File: src/hw/rtl/rov_dly.sv
`default_nettype none
module rov_dly #(
	parameter int W     = 128,
	parameter int DEPTH = 1
) (
	input  wire logic         clk,
	input  wire logic         en,
	input  wire logic [W-1:0] d,
	output logic      [W-1:0] q
);

	logic [W-1:0] sh_q [DEPTH];

	always_ff @(posedge clk) begin
		if (en) begin
			sh_q[0] <= d;
			for (int i = 1; i < DEPTH; i++) begin
				sh_q[i] <= sh_q[i-1];
			end
		end
	end

	assign q = sh_q[DEPTH-1];

endmodule
`default_nettype wire

File: config.mk
export PLATFORM = sky130hd
export DESIGN_NAME = rov_dly
export DESIGN_NICKNAME = d
export VERILOG_FILES = /design/src/hw/rtl/rov_dly.sv
export SDC_FILE = /design/constraint.sdc
export NUM_CORES = 1
export LEC_CHECK = 0
export BUFFER_PORTS_ARGS = -buffer_cell sky130_fd_sc_hd__buf_2
export CAP_MARGIN = 10
export CORE_AREA = 2 2 117 119
export DETAILED_ROUTE_END_ITERATION = 16
export DIE_AREA = 0 0 119 121
export GPL_TIMING_DRIVEN = 0
export SLEW_MARGIN = 40
export SYNTH_ARGS = -nofsm -noshare
export SYNTH_HDL_FRONTEND = slang
export SYNTH_SLANG_ARGS = --single-unit
File: constraint.sdc
create_clock -name clk -period 1 [get_ports clk]
set_clock_uncertainty 0.05 [all_clocks]
set_input_delay 0.1 -clock clk [delete_from_list [all_inputs] [get_ports clk]]
set_output_delay 0.1 -clock clk [all_outputs]
set_load 0.05 [all_outputs]
==> flow_summary.toml, run 1 <==
[yosys]
netlist_area_um2 = 3840
synth_area_leaders = "edfxtp_1 (100%)"
synth_edf_count = 128
synthFlopType = "edfxtp_1"
yosysTopAreaCell = "edfxtp_1"
ys_ff_latch = 128
syn_inst = 128
synth_fp_nets = 258
syn_area_per_cell_um2 = 30.0
yosysSeqAreaShare_pct = 100
yosys_warnings = 0
yosysMostFrequentCell = "edfxtp_1"
ys_top_cells_by_count = "edfxtp_1 (128)"
synth_cell_types = 1
async_flop_share_pct = 0
synth.top_cell.area_share_pct = 100

[placement]
globalplace.congestion = 0.672
detailed_place.area_um2 = 5390
dp_hpwl_um = 6080
portBuffers = 257
post-place-cells = 562

[clocking]
cts_resized = 256
cts_post_setup_buffers_inserted = 0
cts-root-buf = "clkbuf_16"
numClockSinks = 128
numCtsBuffers = 17
hold_buffers = 120
cts_max_level = 4
clock_path_buffers = 2

[status]
status = "aborted with a tool error"
last-stage-reached = "4_1_cts"
stop_error = "[ERROR RSZ-0060] Max buffer count reached."

[floorplan]
rows = 42
ios = 258
initial_core_util_pct = 29.4
die_y_um = 121
fp.dieW_um = 119
==> cell families after synthesis <==
group | count (synthesis) | share of synthesized area [%]
flops | 128 | 100
==> metrics by stage <==
step                      util, %  worst slack [ps]
after floorplan                 -               249
after detailed placement     41.2              -261
after global placement       40.9             -1570
==> run 2, diff against run 1 <==
--- a/config.mk
+++ b/config.mk
@@ -7,10 +7,11 @@
 export LEC_CHECK = 0
 export BUFFER_PORTS_ARGS = -buffer_cell sky130_fd_sc_hd__buf_2
 export CAP_MARGIN = 10
-export CORE_AREA = 2 2 117 119
+export CORE_AREA = 2 2 142 144
 export DETAILED_ROUTE_END_ITERATION = 16
-export DIE_AREA = 0 0 119 121
+export DIE_AREA = 0 0 144 146
 export GPL_TIMING_DRIVEN = 0
+export PLACE_DENSITY_LB_ADDON = 0.15
 export SLEW_MARGIN = 40
 export SYNTH_ARGS = -nofsm -noshare
 export SYNTH_HDL_FRONTEND = slang
==> run 2 against run 1 <==
Effect of this change:
- synthesized cell count unchanged
- the flow now finishes, with violations (setup timing)
- synthesized area unchanged
==> flow_summary.toml, run 2 <==
[yosys]
async_flop_share_pct = 0
ys_ff_latch = 128
synth.top_cell.area_share_pct = 100
yosys_warnings = 0
yosysTopAreaCell = "edfxtp_1"
syn_inst = 128
netlist_area_um2 = 3840
syn_area_per_cell_um2 = 30.0
synth_edf_count = 128
synth_fp_nets = 258
synth_area_leaders = "edfxtp_1 (100%)"
yosysMostFrequentCell = "edfxtp_1"
ys_top_cells_by_count = "edfxtp_1 (128)"
synth_cell_types = 1
yosysSeqAreaShare_pct = 100
synthFlopType = "edfxtp_1"

[cells_and_area]
multi_input_gates = 0
largest_reg_flops = 128
num_antenna_cells = 0
multi_input_area_um2 = 0
layout-drive-gt1-share_pct = 52.7
regArea_um2 = 3840
top_regs = "sh_q (128)"
layoutNonFillerInstCount = 811
fin_util_pct = 42.2
final_cell_mix = "dlygate4sd3_1 (128), buf_2 (128), buf_6 (128), edfxtp_1 (128), clkbuf_16 (17)"
fin_nets = 663
regMostFlops = "sh_q"
syn_to_final_growth_pct = 112
fill_cells = 1764

[placement]
post-place-cells = 651
portBuffers = 257
globalplace.congestion = 0.650
dp_slack_ps = -318

[timing]
rsz0062_at_grt = "yes"
worstMarginPinSlew_ps = 458
maxSlewHeadroom_pct = 69.5
fin_crit_ps = 1150
hold_violations = 0
maxSlewViolCount = 0
setup_ws_ps = -150
finalCritPeriodShare_pct = 115
setup_viol = 128
fin_hold_ws_ps = 75.8
max_freq_mhz = 870

[pwr]
p_sw_uw = 4520
combPwrFrac_pct = 19.8
finalPower_uw = 15900
switching_share_pct = 28.4
p_int_uw = 11400
vdd_drop_max_mv = 1.05
powerDensity_nw_per_um2 = 1950
p_leak_uw = 0.00337
pwr-share-seq_pct = 41.4
pwr-share-clk_pct = 38.8

[floorplan]
core_area_um2 = 19300
ios = 258
fp.dieArea_um2 = 21000
initial_core_util_pct = 19.9
fp.dieW_um = 144
rows = 51
die_y_um = 146

[grt]
first_global_vias = 3318
met2_usage_pct = 19.1
grtUsageMet3_pct = 5.23
grt_pass1_wl_um = 16900
grt_max_degree = 71
antenna_found_initial = 0
grt.busiest_layer = "met2"
track_usage_pct = 10.7
met1_usage_pct = 10.6
overflow = 0

[clocking]
numClockSinks = 128
tritoncts = "yes"
clock_path_buffers = 2
cts_max_level = 4
numCtsBuffers = 17
cts_post_setup_buffers_inserted = 0
clkTransAtPathRegs_ps = 60
cts-root-buf = "clkbuf_16"

[detailed_routing]
via_per_inst = 3.55
wire_per_inst_um = 13.8
dr.pass1.iters = 5
drc = 0
ant_nets = 0
routed_wl_um = 11200
vias = 2879
first_iter_violations = 85

[worst_setup_path]
worst-path-max-fanout = 1
crit_arrival_ps = 1000
critical_path_class = "flop to primary output"
worstPathRequired_ps = 850
crit_slowest_cell = "edfxtp_1"
slowest_delay_ps = 410
cp.depth = 1
start_kind = "flop"
crit_buf_inv = 1
worstPathCellList = "buf_6"
cp_top_family = "flip-flops"
crit_path_end_kind = "primary output"

[hold_path]
hold_path_class = "primary input to flop"
hold_depth = 1

[status]
violations = "setup timing"
status = "complete, but fails checks"

[job]
cap_violations = 0
-- run 2: cell counts after synthesis --
No cell type changed its count.
-- run 2: cell type report --
type | instances | area share [%]
clock buffer | 19 | 5.30
clock inverter | 13 | 1.88
sequential | 128 | 47.1
tap | 265 | 4.06
timing repair buffer | 386 | 41.7
-- run 2: cell families (layout without fill, tap and decap cells) --
| logic type | count (synthesis) | after routing | synth area share (%) |
|---|---|---|---|
| buffers and inverters | 0 | 418 | 0 |
| flip-flops | 128 | 128 | 100 |
-- run 2: metal layers --
layer	up-vias	routed length (um)
li1	1339	-
met1	1380	3980
met2	152	6040
met3	8	1050
met4	0	143
met5	-	0
-- run 2: power by group through the flow --
stage                     Combinational, uW  Clock (uW)  Sequential (uW)
after detailed placement               2280           0             6580
after floorplan                           0           0             8100
after CTS                              3160        6440             6590
final                                  3150        6180             6580
after global placement                 2260           0             6600
after global routing                   3270        6680             6620
-- run 2: worst paths after layout --
| check | start | endpoint |
|---|---|---|
| hold / removal | en | sh_q[0][120] |
| setup / recovery | sh_q[0][46] | q[46] |
-- run 2: per-stage QoR --
| step | cell area (um^2) | TNS, ps |
|---|---|---|
| detailed placement | 5500 | -21550 |
| global placement | 5460 | -213600 |
| global route | 8170 | -20140 |
| floorplan | 3840 | 0 |
| CTS | 8170 | -17930 |
| finish | 8170 | -13570 |
-- run 2: what timing repair did --
item / 4_1_cts / 5_1_grt
gates resized for setup: 256 / 0
setup endpoints to repair: 128 / 128
endpoints found under the hold margin: 128 / 0
hold buffers: 128 / 0
Note: power is estimated with default switching activity, not from simulation.
==> run 3, diff against run 2 <==
--- a/config.mk
+++ b/config.mk
@@ -7,6 +7,8 @@
 export LEC_CHECK = 0
 export BUFFER_PORTS_ARGS = -buffer_cell sky130_fd_sc_hd__buf_2
 export CAP_MARGIN = 10
+export CELL_PAD_IN_SITES_DETAIL_PLACEMENT = 0
+export CELL_PAD_IN_SITES_GLOBAL_PLACEMENT = 2
 export CORE_AREA = 2 2 142 144
 export DETAILED_ROUTE_END_ITERATION = 16
 export DIE_AREA = 0 0 144 146
==> run 3 against run 2 <==
Effect of this change:
- the flow still finishes with violations (setup timing)
- non-clock buffer count unchanged
- highest routed layer unchanged
- utilization up 0.17 points
- largest power group unchanged
- power up 2.1%
- sequential power barely moved
- worst setup slack better by 2.3 ps
- flip-flop and latch count is the same
- hold slack lost 29 ps
- clock power grew 5.8%
- count of clock-buffer cells in the layout is 1 lower
- sequential share of layout area down 0.19 points
- critical endpoint is now q[102]
- die area unchanged
- largest cell class unchanged
- first-iteration DRC count shrank 7.1%
==> flow_summary.toml, run 3 (synthesized netlist as in run 2, its figures left out) <==
[detailed_routing]
via_per_inst = 3.47
routed_wl_um = 10400
dr.pass1.iters = 4
drc = 0
wire_per_inst_um = 12.8
first_iter_violations = 79
vias = 2813
ant_nets = 0

[grt]
grt_max_degree = 74
track_usage_pct = 9.91
first_global_vias = 3064
grt_pass1_wl_um = 15500
antenna_found_initial = 0
overflow = 0

[timing]
fin_crit_ps = 1150
rsz0062_at_grt = "yes"
maxSlewViolCount = 0
hold_violations = 0
setup_viol = 128
worstMarginPinSlew_ps = 454
setup_ws_ps = -148
tns_ps = -13380
max_freq_mhz = 871
finalCritPeriodShare_pct = 115
maxSlewHeadroom_pct = 69.7

[worst_setup_path]
worstPathCellList = "buf_6"
crit_path_end_kind = "primary output"
worst-path-max-fanout = 1
crit_slowest_cell = "edfxtp_1"
start_kind = "flop"
cp.depth = 1
cp_top_family = "flip-flops"
crit_buf_inv = 1
slowest_delay_ps = 410
worstPathRequired_ps = 850
critical_path_class = "flop to primary output"
crit_arrival_ps = 1000

[cells_and_area]
largest_reg_flops = 128
multi_input_gates = 0
fin_nets = 663
top_regs = "sh_q (128)"
layoutNonFillerInstCount = 811
multi_input_area_um2 = 0
fill_cells = 1773
num_antenna_cells = 0
syn_to_final_growth_pct = 113
layout-drive-gt1-share_pct = 52.6
regMostFlops = "sh_q"
final_cell_mix = "dlygate4sd3_1 (128), buf_2 (128), buf_6 (128), edfxtp_1 (128), clkbuf_16 (17)"
regArea_um2 = 3840

[clocking]
clock_path_buffers = 2
tritoncts = "yes"
numCtsBuffers = 17
cts_post_setup_buffers_inserted = 0
cts_max_level = 4
cts-root-buf = "clkbuf_16"
clkTransAtPathRegs_ps = 60
numClockSinks = 128

[pwr]
p_sw_uw = 4410
combPwrFrac_pct = 19.3
switching_share_pct = 27.2
powerDensity_nw_per_um2 = 1980
p_int_uw = 11800
p_leak_uw = 0.00339
pwr-share-clk_pct = 40.2
vdd_drop_max_mv = 1.08
pwr-share-seq_pct = 40.5

[placement]
post-place-cells = 651
portBuffers = 257
dp_hpwl_um = 6490
globalplace.congestion = 0.649

[floorplan]
fp.dieW_um = 144
rows = 51
fp.dieArea_um2 = 21000
die_y_um = 146
core_area_um2 = 19300
initial_core_util_pct = 19.9
ios = 258

[job]
cap_violations = 0

[hold_path]
hold_path_class = "primary input to flop"
hold_depth = 1

[status]
violations = "setup timing"
status = "complete, but fails checks"
[run 3: cell types whose count changed in the layout (fill, tap and decap cells not counted)]
cell,delta
bufinv_16,+2
clkbuf_1,-1
clkinv_1,+2
clkinv_2,+2
clkinv_4,+1
clkinvlp_4,-2
inv_6,-4
[run 3: worst paths after layout]
check,to,startpoint
max,q[102],sh_q[0][102]
min,sh_q[0][84],en
[run 3: layout make-up]
type | instances | share of cell area, %
flip-flops and latches | 128 | 46.9
clock buffers | 18 | 5.23
repair buffers | 386 | 41.5
clock inverters | 14 | 2.32
well taps | 265 | 4.04
[run 3: through the flow]
step | utilization (%) | power [uW] | instance area [um^2] | setup WS [ps] | hold slack, ps
after floorplan | - | 8100 | 3840 | 249 | 149
after global placement | 28.2 | 8840 | 5460 | -1740 | 226
after detailed placement | 28.4 | 8850 | 5500 | -306 | 228
after CTS | 42.4 | 16500 | 8200 | -173 | 56.0
after global routing | 42.4 | 16900 | 8200 | -191 | 59.5
final | 42.4 | 16200 | 8200 | -148 | 46.5
[run 3: timing repair]
action	CTS	global route
gates cloned	0	0
endpoints found under the hold margin	128	0
hold buffers	128	0
resized for setup	256	0
endpoints found under the setup margin	128	128
[run 3: power groups by stage]
| stage | clock network [uW] | logic (uW) | registers, uW |
|---|---|---|---|
| 2_1_floorplan | 0 | 0 | 8100 |
| 3_3_place_gp | 0 | 2250 | 6590 |
| 3_5_place_dp | 0 | 2270 | 6580 |
| 4_1_cts | 6760 | 3160 | 6580 |
| 5_1_grt | 6990 | 3260 | 6620 |
| 6_report | 6540 | 3140 | 6570 |
[run 3: routing by layer]
| layer | track usage [%] | part of all wire [%] |
|---|---|---|
| met5 | 0 | 0 |
| met4 | 4.71 | 1.6 |
| met2 | 16.6 | 50 |
| met1 | 10.4 | 38 |
| met3 | 4.67 | 11 |
